===== src/design/nre_pkg.sv =====
// Package for the nibble run-length expander: sizes, constants and shared types.
// Used by every module of the block; depends on nothing else.
`timescale 1ns / 1ps
package nre_pkg;

  localparam int NRE_MAX_NIBBLES        = 4096;
  localparam int NRE_NIBBLES_PER_RESULT = 8;
  localparam int NRE_LIMIT_W            = 13;
  localparam int NRE_COUNT_W            = 9;
  localparam int NRE_NIB_W              = 4;
  localparam int NRE_NIBS_PER_WORD      = 8;
  localparam int NRE_WORD_W             = NRE_NIB_W * NRE_NIBS_PER_WORD;

  // Nibbles carried by one result; a word never holds more than eight.
  localparam logic [3:0] NRE_CHUNK =
    (NRE_NIBBLES_PER_RESULT > 8) ? 4'd8 : 4'(NRE_NIBBLES_PER_RESULT);

  // Sampled glyph limits saturate here.
  localparam logic [NRE_LIMIT_W-1:0] NRE_LIMIT_CAP =
    (NRE_MAX_NIBBLES > 8191) ? 13'h1FFF : 13'(NRE_MAX_NIBBLES);

  // Value of the unused nibble positions of a result word.
  localparam logic [NRE_NIB_W-1:0] NRE_PAD_NIB = 4'hF;

  typedef enum logic [0:0] {
    NRE_IDLE,
    NRE_EMIT
  } nre_state_t;

  typedef struct packed {
    logic [3:0]             take;
    logic [NRE_COUNT_W-1:0] rem_nxt;
    logic [NRE_LIMIT_W-1:0] done_nxt;
    logic                   last;
    logic                   limit_hit;
  } nre_chunk_t;

endpackage


===== src/design/nre_chunk_unit.sv =====
// Shared chunk unit: takes one result's worth of nibbles off the remaining count.
// Depends on nre_pkg.
`timescale 1ns / 1ps
module nre_chunk_unit
  import nre_pkg::*;
(
  input  logic [NRE_COUNT_W-1:0] rem,
  input  logic [NRE_LIMIT_W-1:0] done,
  input  logic [NRE_LIMIT_W-1:0] limit,
  output nre_chunk_t             chunk
);

  logic [3:0]             take;
  logic [NRE_LIMIT_W-1:0] done_sum;

  always_comb begin
    take = (rem < NRE_COUNT_W'(NRE_CHUNK)) ? rem[3:0] : NRE_CHUNK;
    done_sum = done + NRE_LIMIT_W'(take);
    chunk.take      = take;
    chunk.rem_nxt   = rem - NRE_COUNT_W'(take);
    chunk.done_nxt  = done_sum;
    chunk.last      = (rem == NRE_COUNT_W'(take));
    chunk.limit_hit = (done_sum >= limit);
  end

endmodule


===== src/design/nre_word_pack.sv =====
// Packs one result word: the first nibble on top, unused positions padded.
// Depends on nre_pkg.
`timescale 1ns / 1ps
module nre_word_pack
  import nre_pkg::*;
(
  input  logic [NRE_NIB_W-1:0]  hi_nib,
  input  logic [NRE_NIB_W-1:0]  lo_nib,
  input  logic [3:0]            take,
  output logic [NRE_WORD_W-1:0] word
);

  always_comb begin
    word = '0;
    for (int k = 0; k < NRE_NIBS_PER_WORD; k++) begin
      if (4'(k) < take) begin
        // Only a nibble pair has a distinct second nibble; runs load lo equal to hi.
        word[NRE_WORD_W-1-NRE_NIB_W*k -: NRE_NIB_W] = (k == 1) ? lo_nib : hi_nib;
      end else begin
        word[NRE_WORD_W-1-NRE_NIB_W*k -: NRE_NIB_W] = NRE_PAD_NIB;
      end
    end
  end

endmodule


===== src/design/nibble_rle_expander_core.sv =====
// Top level of the nibble run-length expander: byte decode, sequencer and result register.
// Depends on nre_pkg, nre_chunk_unit and nre_word_pack.
//
//   Channel  Ports                                             Direction
//   in       in_valid, in_stall, in_data_byte,                 into the block
//            in_first_of_glyph, in_nibble_limit
//   out      out_valid, out_stall, out_nibble_word,            out of the block
//            out_valid_count, out_run_end, out_limit_reached
//
// An item is taken, and each result of it then passes in turn through the shared chunk
// unit; a new item is not taken until the last result is loaded. Markers, zero counts
// and items past the limit give no result.
// Reset (rst_n low, synchronous) clears the glyph state and empties the result register.
// A stall on the result side holds the sequencer; in_stall is high while a byte expands.
`timescale 1ns / 1ps
module nibble_rle_expander_core
  import nre_pkg::*;
(
  input  logic                   clk,
  input  logic                   rst_n,
  input  logic                   in_valid,
  output logic                   in_stall,
  input  logic [7:0]             in_data_byte,
  input  logic                   in_first_of_glyph,
  input  logic [NRE_LIMIT_W-1:0] in_nibble_limit,
  output logic                   out_valid,
  input  logic                   out_stall,
  output logic [NRE_WORD_W-1:0]  out_nibble_word,
  output logic [3:0]             out_valid_count,
  output logic                   out_run_end,
  output logic                   out_limit_reached
);

  nre_state_t             state_r, state_nxt;
  logic                   marker_r, marker_nxt;
  logic [NRE_NIB_W-1:0]   run_nib_r, run_nib_nxt;
  logic [NRE_LIMIT_W-1:0] done_r, done_nxt;
  logic [NRE_LIMIT_W-1:0] limit_r, limit_nxt;
  logic [NRE_COUNT_W-1:0] rem_r, rem_nxt;
  logic [NRE_NIB_W-1:0]   hi_r, hi_nxt;
  logic [NRE_NIB_W-1:0]   lo_r, lo_nxt;
  logic                   out_valid_r;
  logic [NRE_WORD_W-1:0]  out_word_r;
  logic [3:0]             out_count_r;
  logic                   out_end_r;
  logic                   out_limit_r;

  logic                   accept;
  logic                   load_en;
  logic                   start_emit;
  logic [NRE_LIMIT_W-1:0] lim_sat;
  logic [NRE_LIMIT_W-1:0] eff_limit;
  logic [NRE_LIMIT_W-1:0] eff_done;
  logic                   eff_marker;
  logic                   active;
  logic [NRE_LIMIT_W-1:0] room;
  logic [NRE_LIMIT_W-1:0] want;
  logic [NRE_LIMIT_W-1:0] total;
  logic [NRE_NIB_W-1:0]   byte_hi;
  logic [NRE_NIB_W-1:0]   byte_lo;
  nre_chunk_t             chunk;
  logic [NRE_WORD_W-1:0]  word;

  nre_chunk_unit u_chunk (
    .rem   (rem_r),
    .done  (done_r),
    .limit (limit_r),
    .chunk (chunk)
  );

  nre_word_pack u_pack (
    .hi_nib (hi_r),
    .lo_nib (lo_r),
    .take   (chunk.take),
    .word   (word)
  );

  // Sequencer outputs.
  always_comb begin
    in_stall = (state_r != NRE_IDLE);
    load_en  = (state_r == NRE_EMIT) && (!out_valid_r || !out_stall);
  end

  assign accept = in_valid && !in_stall;

  // Decode of the accepted byte against the glyph state it sees.
  always_comb begin
    byte_hi    = in_data_byte[7:4];
    byte_lo    = in_data_byte[3:0];
    lim_sat    = (in_nibble_limit > NRE_LIMIT_CAP) ? NRE_LIMIT_CAP : in_nibble_limit;
    eff_limit  = in_first_of_glyph ? lim_sat : limit_r;
    eff_done   = in_first_of_glyph ? '0 : done_r;
    eff_marker = in_first_of_glyph ? 1'b0 : marker_r;
    active     = (eff_done < eff_limit);
    room       = eff_limit - eff_done;
    want       = eff_marker ? NRE_LIMIT_W'(in_data_byte) : NRE_LIMIT_W'(2);
    total      = (room < want) ? room : want;
    start_emit = accept && active && (eff_marker || (byte_hi != byte_lo)) && (total != '0);
  end

  // Glyph state and work registers.
  always_comb begin
    marker_nxt  = marker_r;
    run_nib_nxt = run_nib_r;
    done_nxt    = done_r;
    limit_nxt   = limit_r;
    rem_nxt     = rem_r;
    hi_nxt      = hi_r;
    lo_nxt      = lo_r;
    if (accept) begin
      limit_nxt  = eff_limit;
      done_nxt   = eff_done;
      marker_nxt = eff_marker;
      if (active) begin
        if (eff_marker) begin
          marker_nxt = 1'b0;
          hi_nxt     = run_nib_r;
          lo_nxt     = run_nib_r;
        end else if (byte_hi == byte_lo) begin
          marker_nxt  = 1'b1;
          run_nib_nxt = byte_hi;
        end else begin
          hi_nxt = byte_hi;
          lo_nxt = byte_lo;
        end
        rem_nxt = total[NRE_COUNT_W-1:0];
      end
    end else if (load_en) begin
      rem_nxt  = chunk.rem_nxt;
      done_nxt = chunk.done_nxt;
    end
  end

  // Next state.
  always_comb begin
    state_nxt = state_r;
    unique case (state_r)
      NRE_IDLE: begin
        if (start_emit) begin
          state_nxt = NRE_EMIT;
        end
      end
      NRE_EMIT: begin
        if (load_en && chunk.last) begin
          state_nxt = NRE_IDLE;
        end
      end
      default: state_nxt = NRE_IDLE;
    endcase
  end

  always_ff @(posedge clk) begin
    if (!rst_n) begin
      state_r     <= NRE_IDLE;
      marker_r    <= 1'b0;
      run_nib_r   <= '0;
      done_r      <= '0;
      limit_r     <= '0;
      out_valid_r <= 1'b0;
    end else begin
      state_r   <= state_nxt;
      marker_r  <= marker_nxt;
      run_nib_r <= run_nib_nxt;
      done_r    <= done_nxt;
      limit_r   <= limit_nxt;
      if (load_en) begin
        out_valid_r <= 1'b1;
      end else if (!out_stall) begin
        out_valid_r <= 1'b0;
      end
    end
  end

  always_ff @(posedge clk) begin
    rem_r <= rem_nxt;
    hi_r  <= hi_nxt;
    lo_r  <= lo_nxt;
    if (load_en) begin
      out_word_r  <= word;
      out_count_r <= chunk.take;
      out_end_r   <= chunk.last;
      out_limit_r <= chunk.limit_hit;
    end
  end

  assign out_valid         = out_valid_r;
  assign out_nibble_word   = out_word_r;
  assign out_valid_count   = out_count_r;
  assign out_run_end       = out_end_r;
  assign out_limit_reached = out_limit_r;

endmodule


===== config.mk =====
export PLATFORM = sky130hd
export DESIGN_NAME = nibble_rle_expander_core
export DESIGN_NICKNAME = d
export VERILOG_FILES = /design/src/design/nre_pkg.sv /design/src/design/nre_chunk_unit.sv /design/src/design/nre_word_pack.sv /design/src/design/nibble_rle_expander_core.sv
export SDC_FILE = /design/constraint.sdc
export NUM_CORES = 1
export LEC_CHECK = 0
export BUFFER_PORTS_ARGS = -buffer_cell sky130_fd_sc_hd__buf_2
export CAP_MARGIN = 40
export CORE_MARGIN = 4
export CORE_UTILIZATION = 45
export CTS_CLUSTER_DIAMETER = 100
export CTS_CLUSTER_SIZE = 40
export DETAILED_ROUTE_END_ITERATION = 10
export PLACE_DENSITY = 0.72
export RECOVER_POWER = 100
export SYNTH_ARGS = -nofsm -noshare
export SYNTH_HDL_FRONTEND = slang
export SYNTH_HIERARCHICAL = 1
export SYNTH_SLANG_ARGS = --single-unit
export TNS_END_PERCENT = 5

===== constraint.sdc =====
create_clock -name clk -period 4.3 [get_ports clk]
set_input_delay 0.43 -clock clk [delete_from_list [all_inputs] [get_ports clk]]
set_output_delay 0.43 -clock clk [all_outputs]
set_load 0.02 [all_outputs]

# Word level (Yosys, flattened, before mapping)
# Index checks and enable logic that the tools add are counted.
# W data, S select, Z words.
[totals]
register_bits = 88
input_bits = 26
output_inout_bits = 40
elab_cells = 84
[classes]
add_sub_neg = 3
magnitude_cmp = 13
n_eq_ne = 6
muxes = 24
n_bitwise = 2
reduce_logical = 16
[ops]
columns = ["op", "n"]
rows = [
  ["$mux W13", 6],
  ["$mux W9", 3],
  ["$mux W4", 5],
  ["$lt A3 B4 Y1 const A", 4],
  ["$add A13 B4 Y13", 1],
  ["$ge A13 B13 Y1", 1],
  ["$gt A13 B13 Y1 const B", 1],
  ["$lt A13 B13 Y1", 1],
  ["$lt A13 B8 Y1", 1],
  ["$reduce_bool A13 Y1", 1],
  ["$sub A13 B13 Y13", 1],
  ["$eq A9 B4 Y1", 1],
  ["$lt A9 B4 Y1 const B", 1],
  ["$sub A9 B4 Y9", 1],
  ["$lt A1 B4 Y1 const A", 2],
  ["$lt A2 B4 Y1 const A", 2],
  ["$mux W1", 8],
  ["$mux W8", 1],
  ["$logic_and A1 B1 Y1", 6],
  ["$eq A4 B4 Y1", 1],
  ["$ne A2 B1 Y1 const B", 2],
  ["$ne A4 B4 Y1", 1],
  ["$reduce_and A4 Y1", 1],
  ["$logic_not A1 Y1", 3],
  ["7 further kinds", 9],
]

# Depth between registers and ports, before layout
# Gate-level depths: netlist (run 1).
[depth]
word_depth = 10
ltp_mapped = 21
ltp_nobuf = 18

# By module
# Netlist (run 1), hierarchy kept.
[by_module_without_submodules]
columns = ["mod", "n_inst", "cells_per_inst", "area_per_inst_um2", "seq_area_each_um2"]
rows = [
  ["nibble_rle_expander_core", 1, 438, 4548.1, 2312.2],
  ["nre_chunk_unit", 1, 124, 855.8, 0.0],
  ["nre_word_pack", 1, 40, 271.5, 0.0],
]

# Least setup slack after synthesis (run 1)
# Ideal clock, no wire load.
[synth_path]
kind = "input to register"
from = "in in_nibble_limit[9]"
to = "reg rem_r[2], data pin"
setup_ns = 0.259
arrival_ns = 4.104
required_ns = 4.041
path_slack_ns = -0.063
cell_stages = 20
path_buffers = 3
cell_sequence = "nor4_1 -> nand3_1 -> a21boi_0 -> clkbuf_1 -> nand2_1 -> o21ai_0 -> ha_1 -> buf_6 -> and3_1 -> a2111o_1 -> xor2_1 -> ha_1 -> a21o_1 -> nand2_1 -> o2111ai_1 -> a311oi_1 -> o211a_1 -> buf_12 -> a211oi_2 -> a211o_1"
[synth_via]
elab_chain_cells = 8
[synth_rtl]
columns = ["item", "line", "source"]
rows = [
  ["start: declaration", "nibble_rle_expander_core.sv:25", "input logic [NRE_LIMIT_W-1:0] in_nibble_limit,"],
  ["$gt A13 B13 Y1", "nibble_rle_expander_core.sv:90", "lim_sat = (in_nibble_limit > NRE_LIMIT_CAP) ? NRE_LIMIT_CAP : in_nibble_limit;"],
  ["$mux W13", "nibble_rle_expander_core.sv:90", ""],
  ["$mux W13", "nibble_rle_expander_core.sv:91", "eff_limit = in_first_of_glyph ? lim_sat : limit_r;"],
  ["net eff_limit[5]", "nibble_rle_expander_core.sv:52", "logic [NRE_LIMIT_W-1:0] eff_limit;"],
  ["$sub A13 B13 Y13", "nibble_rle_expander_core.sv:95", "room = eff_limit - eff_done;"],
  ["$lt A13 B8 Y1", "nibble_rle_expander_core.sv:97", "total = (room < want) ? room : want;"],
  ["$mux W13", "nibble_rle_expander_core.sv:97", ""],
  ["$mux W9", "nibble_rle_expander_core.sv:114", "if (active) begin"],
  ["$mux W9", "nibble_rle_expander_core.sv:110", "if (accept) begin"],
  ["net rem_nxt[2]", "nibble_rle_expander_core.sv:39", "logic [NRE_COUNT_W-1:0] rem_r, rem_nxt;"],
  ["end signal: assignment", "nibble_rle_expander_core.sv:175", "rem_r <= rem_nxt;"],
  ["end: declaration", "nibble_rle_expander_core.sv:39", ""],
]
# The timed path passes the listed nets, and every way through them passes these cells. The select of a mux whose other input is x is not followed.
# A chain may end at the register's enable or synchronous reset.

# Worst setup path in the final report (run 1)
[layout_path]
from = "in in_nibble_limit[5]"
to = "reg rem_r[0], data pin"
# Same word-level chain as after synthesis.

==> out/results.txt, run 1 <==
Status -> finished, violations left
Violated checks -> capacitance limit, slew limit
I/O pin count -> 66
Reg2reg start -> limit_r[0]$_SDFFE_PN0P_
Finished Cell Area -> 6830 µm²
Reg2reg end -> rem_r[0]$_DFFE_PP_
Fill cell count -> 1086
Yosys top cell by area -> edfxtp_1
Type of origin of the critical path -> input pin
Slew HR -> -1.84%
Synth unique cells -> 65
Most frequent cell after synthesis -> nand2_1
EDFF count, synth -> 55
# rows -> 40
Final Max Tran Viols -> 25
Initial antenna violation count -> 0
Vias in the first global route -> 4603
# DRC -> 0
Power per cell area -> 384 nW/µm²
End of the worst hold path -> lo_r[1]$_DFFE_PP_
Bufs on Longest Clock Path -> 2
Post-Syn Area -> 5680 µm²
R2r setup slk -> 0.42 ns
Total Power -> 2.63 mW
Hold Startpoint -> in_data_byte[1]
Syn_area_per_cell -> 9.43 µm²
Final Hold Vio Count -> 0
Number of antenna diodes -> 0
Hold Crit Class -> in -> reg
CTS Buf Count -> 9
Reg clk slew, reported paths -> 0.07 ns
Clk_skew -> 0.00769 ns
DRT iter0 DRCs -> 322
WL final -> 14500 µm
Grt ovf -> 0
Share of cells above drive strength 1 -> 20.1%
Min Clock Period, post-route -> 4.15 ns
Die Y -> 120 µm
Syn. warnings -> 6
Setup TNS -> 0 ns
CTS tree -> done
Inst Count DP -> 864
Reg2reg path depth -> 17
Worst hold path stage count -> 3
H-tree levels -> 3
Core ar. -> 12200 µm²
Static Leakage -> 2.63 nW
Worst hold slack -> 0.413 ns
M2 GR Usage -> 31.2%
Register area share after synthesis -> 40.7%
Final number of setup-violating endpoints -> 0
Area Growth Syn to Fin -> 20.4%
Met3 usage -> 3.09%
First-pass GRT wire length -> 23000 µm
Met1 Usage GRT -> 27.0%
Drt pass-1 iters -> 5
Top FF cell, synth -> edfxtp_1
Fraction of registers with async set/reset -> 0%
Total GRT Usage -> 19.7%
Area post-placement -> 6480 µm²
Net Count, Synth -> 668
Die X -> 120 µm
Number of routed nets with antenna violations -> 0
Vias -> 4861
Worst vdd ir -> 0.193 mV
Final cell count without fillers -> 885
Yosys top cell area share -> 29.1%
Initial core utilization -> 46.7%
Hpwl dp -> 11000 µm
Clk Latency, worst-skew pair -> 0.34 ns
Syn Inst Count -> 602
Worst endpoint data arrival time -> 4.23 ns
Critical Path RT -> 4.38 ns
Final net count -> 778
Clock sinks -> 88
Clk root buf -> clkbuf_16
#FFs+latches synth -> 88
Most frequent cells after synthesis -> 62 x nand2_1, 55 x edfxtp_1, 39 x nor2b_1
GP Congestion -> 0.901
Synth area leaders -> edfxtp_1 29%, dfxtp_1 12%, ha_1 8.4%, nor2b_1 4.3%, nand2_1 4.1%
Top Usage Layer GRT -> met2
Vias per cell -> 5.49
Die area -> 14500 µm²
Fmax -> 241 MHz
Final Cycle Share -> 96.5%
Worst Setup End Kind -> register
Worst slew pin tran -> 1.53 ns
Avg WL per Cell -> 16.3 µm
Port Buffers -> 65
Max_cap viols -> 1
Worst Path Max Fanout -> 8
Largest net degree at the start of global routing -> 35
CTS Hold Bufs -> 0
Kind of critical path -> in -> reg
==> logic make-up after synthesis <==
group / Yosys count / synth area share [%]
buf+inv: 57 / 4.30
xor+xnor: 20 / 3.09
simple gates: 242 / 23.7
other cells: 1 / 0.0661
mux: 9 / 1.76
compound gates: 145 / 17.2
flops: 88 / 40.7
fa+ha+maj: 40 / 9.08
==> stage by stage <==
stage / worst slack (ns) / utilization (%)
floorplan: 0.0269 / -
CTS: 0.0686 / 56.2
global route: -0.0190 / 56.2
finish: 0.152 / 56.2
detailed placement: -0.515 / 53.3
global placement: -0.402 / 53.2
==> state kept, by name (all words and copies together), names as in the netlist <==
name,flops
marker_r,1
out_valid,1
lo_r,4
limit_r,13
out_nibble_word,32
out_valid_count,4
done_r,13
out_limit_reached,1
out_run_end,1
hi_r,4
rem_r,9
run_nib_r,4
in_stall,1
==> final cells by class <==
class	instances	area, µm²	area share, %
clock buffers	9	225	3.30
clock inverters	7	109	1.59
inverters	36	135	1.98
multi-input cells	457	3160	46.3
flip-flops and latches	88	2310	33.8
well taps	168	210	3.08
repair buffers	120	678	9.93
==> cell usage in the layout (no fill, tap or decap), types with 3 or more instances in the layout <==
| cell | instances |
|---|---|
| o21ai_0 | 31 |
| mux2i_1 | 6 |
| clkbuf_1 | 45 |
| buf_2 | 23 |
| nor3b_1 | 4 |
| nand4_1 | 7 |
| or3_1 | 6 |
| dfxtp_1 | 33 |
| nor2b_1 | 39 |
| and2_1 | 6 |
| o211ai_1 | 7 |
| nor4_1 | 4 |
| a21oi_1 | 30 |
| nand2b_1 | 16 |
| or2_2 | 26 |
| or4_1 | 4 |
| ha_1 | 37 |
| nor3_1 | 6 |
| xor2_1 | 8 |
| a31oi_1 | 7 |
| clkbuf_16 | 9 |
| inv_6 | 3 |
| inv_1 | 36 |
| edfxtp_1 | 55 |
| a22oi_1 | 24 |
| xnor2_1 | 11 |
| nor2_1 | 22 |
| a21o_1 | 10 |
| o21a_1 | 4 |
| a211oi_1 | 7 |
| buf_4 | 51 |
| or2b_1 | 4 |
| nand3_1 | 14 |
| and3_1 | 9 |
| nand2_1 | 62 |
==> worst max path at each step <==
stage	from	to	slack (ns)	depth (start not counted)
global route	in_nibble_limit[5]	in_stall$_SDFF_PN0_	-0.02	22
floorplan	in_nibble_limit[9]	rem_r[2]$_DFFE_PP_	0.03	20
CTS	in_nibble_limit[9]	rem_r[0]$_DFFE_PP_	0.07	21
finish	in_nibble_limit[5]	rem_r[0]$_DFFE_PP_	0.15	21
global placement	in_nibble_limit[9]	rem_r[0]$_DFFE_PP_	-0.40	20
detailed placement	in_nibble_limit[9]	rem_r[0]$_DFFE_PP_	-0.51	20
==> what timing repair did <==
action / 4_1_cts / 5_1_grt
hold endpoints to repair: 0 / 0
pin swaps: 1 / 12
gates cloned: 0 / 0
buffers inserted: 1 / 4
gates resized for setup: 2 / 14
endpoints found under the setup margin: 9 / 9
==> metal layers <==
metal	routed length, µm	share of wire (%)
met5	0	0
met4	376	2.6
met3	737	5.1
met2	6720	46
met1	6620	46
==> worst max-delay path, stage by stage <==
cell and delay, ns:
buf_2 0.11, nor4_2 0.25, buf_4 0.15, nand3_1 0.09
a21boi_2 0.19, buf_6 0.15, nand2_1 0.05, o21ai_0 0.08
ha_1 0.32, and3_1 0.19, a2111o_1 0.43, xor2_2 0.18
ha_1 0.31, a21o_1 0.19, nand2_1 0.06, o2111ai_1 0.14
a311oi_2 0.32, o211ai_1 0.15, buf_4 0.19, o2111ai_2 0.16
o211ai_1 0.10
==> power breakdown <==
group	leakage, nW	switching, mW	internal [mW]	total, mW
clock	0.165	0.354	0.524	0.877
combinational	1.69	0.400	0.280	0.680
sequential	0.775	0.0575	1.01	1.07
(Power assumes the default switching activity.)
==> run 2: changes to the inputs <==
Settings changed: CORE_MARGIN 4 to 5.
==> out/results.txt, run 2 (synthesized netlist as in run 1, its figures left out) <==
Status -> finished, violations left
Violated checks -> capacitance limit, slew limit
H-tree levels -> 3 (unchanged)
Port Buffers -> 65 (unchanged)
Die Y -> 122 µm (+1.7%)
WL final -> 14700 µm (+1.9%)
Worst vdd ir -> 0.242 mV (+25%)
Min Clock Period, post-route -> 4.04 ns (-0.110 ns)
Initial antenna violation count -> 0 (unchanged)
Vias per cell -> 5.51 (+0.38%)
Vias -> 4907 (+0.95%)
Static Leakage -> 2.62 nW (-0.35%)
Final number of setup-violating endpoints -> 0 (unchanged)
Final cell count without fillers -> 890 (+0.56%)
Final Cycle Share -> 93.9% (-2.6 points)
Commonest non-fill, non-tap cell in the layout -> nand2_1
Drt pass-1 iters -> 5 (unchanged)
Worst endpoint data arrival time -> 4.12 ns (-0.11 ns)
Total Power -> 2.61 mW (-0.81%)
Inst Count DP -> 870 (+0.69%)
CTS Hold Bufs -> 0 (unchanged)
GP Congestion -> 0.912 (+1.2%)
Initial core utilization -> 45.3% (-1.3 points)
Hpwl dp -> 11300 µm (+2.5%)
Max_cap viols -> 1 (unchanged)
Setup TNS -> 0 ns (unchanged)
Critical Path RT -> 4.38 ns (about the same)
Worst Setup End Kind -> register
Worst Path Max Fanout -> 8 (unchanged)
Grt ovf -> 0 (unchanged)
Clock sinks -> 88 (unchanged)
Core ar. -> 12500 µm² (+2.9%)
Total GRT Usage -> 19.9% (+0.20 points)
CP bufs+invs -> 3 (-1)
DRT iter0 DRCs -> 383 (+19%)
Final Hold Vio Count -> 0 (unchanged)
Fmax -> 248 MHz (+2.7%)
Worst slew pin tran -> 1.60 ns (+0.0727 ns)
Worst path top cell family by delay -> compound AO/OA/AOI/OAI gates
First-pass GRT wire length -> 23700 µm (+3.3%)
I/O pin count -> 66 (unchanged)
Vias in the first global route -> 4838 (+5.1%)
Type of origin of the critical path -> input pin
Share of cells above drive strength 1 -> 19.2% (-0.86 points)
Final Core Density -> 54.5% (-1.7 points)
Final Max Tran Viols -> 32 (+28%)
Die area -> 15000 µm² (+3.4%)
Kind of critical path -> in -> reg
Bufs on Longest Clock Path -> 2 (unchanged)
Reg clk slew, reported paths -> 0.06 ns (about the same)
Fill cell count -> 1192 (+9.8%)
CTS Buf Count -> 9 (unchanged)
Number of routed nets with antenna violations -> 0 (unchanged)
Clk_skew -> 0.00936 ns (+0.00167 ns)
Hold Crit Class -> in -> reg
Clk Latency, worst-skew pair -> 0.34 ns (about the same)
Number of antenna diodes -> 0 (unchanged)
Final net count -> 779 (+0.13%)
Slew HR -> -6.63% (-4.8 points)
Commonest non-fill, non-tap cells in the layout -> 62 x nand2_1, 55 x edfxtp_1, 48 x clkbuf_1, 48 x buf_4, 39 x nor2b_1
Power per cell area -> 382 nW/µm² (-0.68%)
Avg WL per Cell -> 16.6 µm (+1.4%)
# rows -> 41 (+2.5%)
Critical Path, Cell by Cell -> buf_2 > nor4_4 > nand3_1 > a21boi_2 > buf_4 > nand2_1 > o21ai_0 > ha_1 > and3_1 > a2111o_1 > xor2_2 > ha_1 > a21o_1 > nand2_1 > o2111ai_1 > a311oi_2 > o211ai_1 > buf_4 > o2111ai_1 > o211ai_1
Largest net degree at the start of global routing -> 35 (unchanged)
Clk root buf -> clkbuf_16
CP max stage delay -> 0.43 ns (about the same)
Area Growth Syn to Fin -> 20.2%
Max FFs per register -> 32 (unchanged)
CTS tree -> done
Die X -> 122 µm (+1.7%)
# DRC -> 0 (unchanged)
Slowest stage cell, crit path -> a2111o_1
run 2: worst paths after layout:
path	start	to	slack, ns	cells past startpoint
worst min-delay path	out_stall	out_valid$_SDFFE_PN0P_	0.38	3
worst min register to register	lo_r[0]$_DFFE_PP_	out_nibble_word[24]$_DFFE_PP_	0.50	1
worst max-delay path	in_nibble_limit[5]	rem_r[0]$_DFFE_PP_	0.26	20
worst max register to register	limit_r[0]$_SDFFE_PN0P_	rem_r[0]$_DFFE_PP_	0.42	17
run 2: worst register-to-register path, stage by stage, from the launching register on:
cell and delay [ns]:
dfxtp_1 0.34, nor2b_1 0.14, a21oi_1 0.13, ha_1 0.19, inv_1 0.06, fa_2 0.35, a21o_1 0.20, a2111o_1 0.46
xor2_2 0.17, ha_1 0.30, a21o_1 0.19, nand2_1 0.06, o2111ai_1 0.13, a311oi_2 0.29, o211ai_1 0.12, buf_4 0.18
o2111ai_1 0.19, o211ai_1 0.11
run 2: timing repair:
| action | CTS | global route |
|---|---|---|
| pin swaps | 1 | 9 |
| setup buffers | 1 | 4 |
| gates resized for setup | 1 | 14 |
| cloned | 0 | 0 |
| setup endpoints to repair | 9 | 9 |
run 2: per-stage QoR:
stage | setup slack, ns | hold WS (ns) | instance area (µm²)
global route | -0.00327 | 0.397 | 6820
global placement | -0.378 | 0.488 | 6490
floorplan | 0.0269 | 0.454 | 5680
detailed placement | -0.504 | 0.488 | 6500
finish | 0.262 | 0.376 | 6820
CTS | 0.00859 | 0.370 | 6840
run 2: per-layer routing:
layer	track usage [%]	share of wire [%]
met5	0	0
met4	7.56	2.1
met3	2.81	5.4
met2	32.7	47
met1	26.7	46
run 2: power by group:
group | leakage, nW | switching [mW] | total (mW) | internal, mW
Combinational | 1.69 | 0.405 | 0.683 | 0.277
Sequential | 0.775 | 0.0574 | 1.07 | 1.01
Clock | 0.162 | 0.337 | 0.853 | 0.516
run 2: area by class of cell:
class                   instances  area [µm²]  share of cell area, %
repair buffers                121         668                   9.79
clock inverters                 7         103                   1.50
clock buffers                   9         225                   3.30
flip-flops and latches         88        2310                   33.9
well taps                     172         215                   3.15
inverters                      36         135                   1.98
multi-input cells             457        3160                   46.4
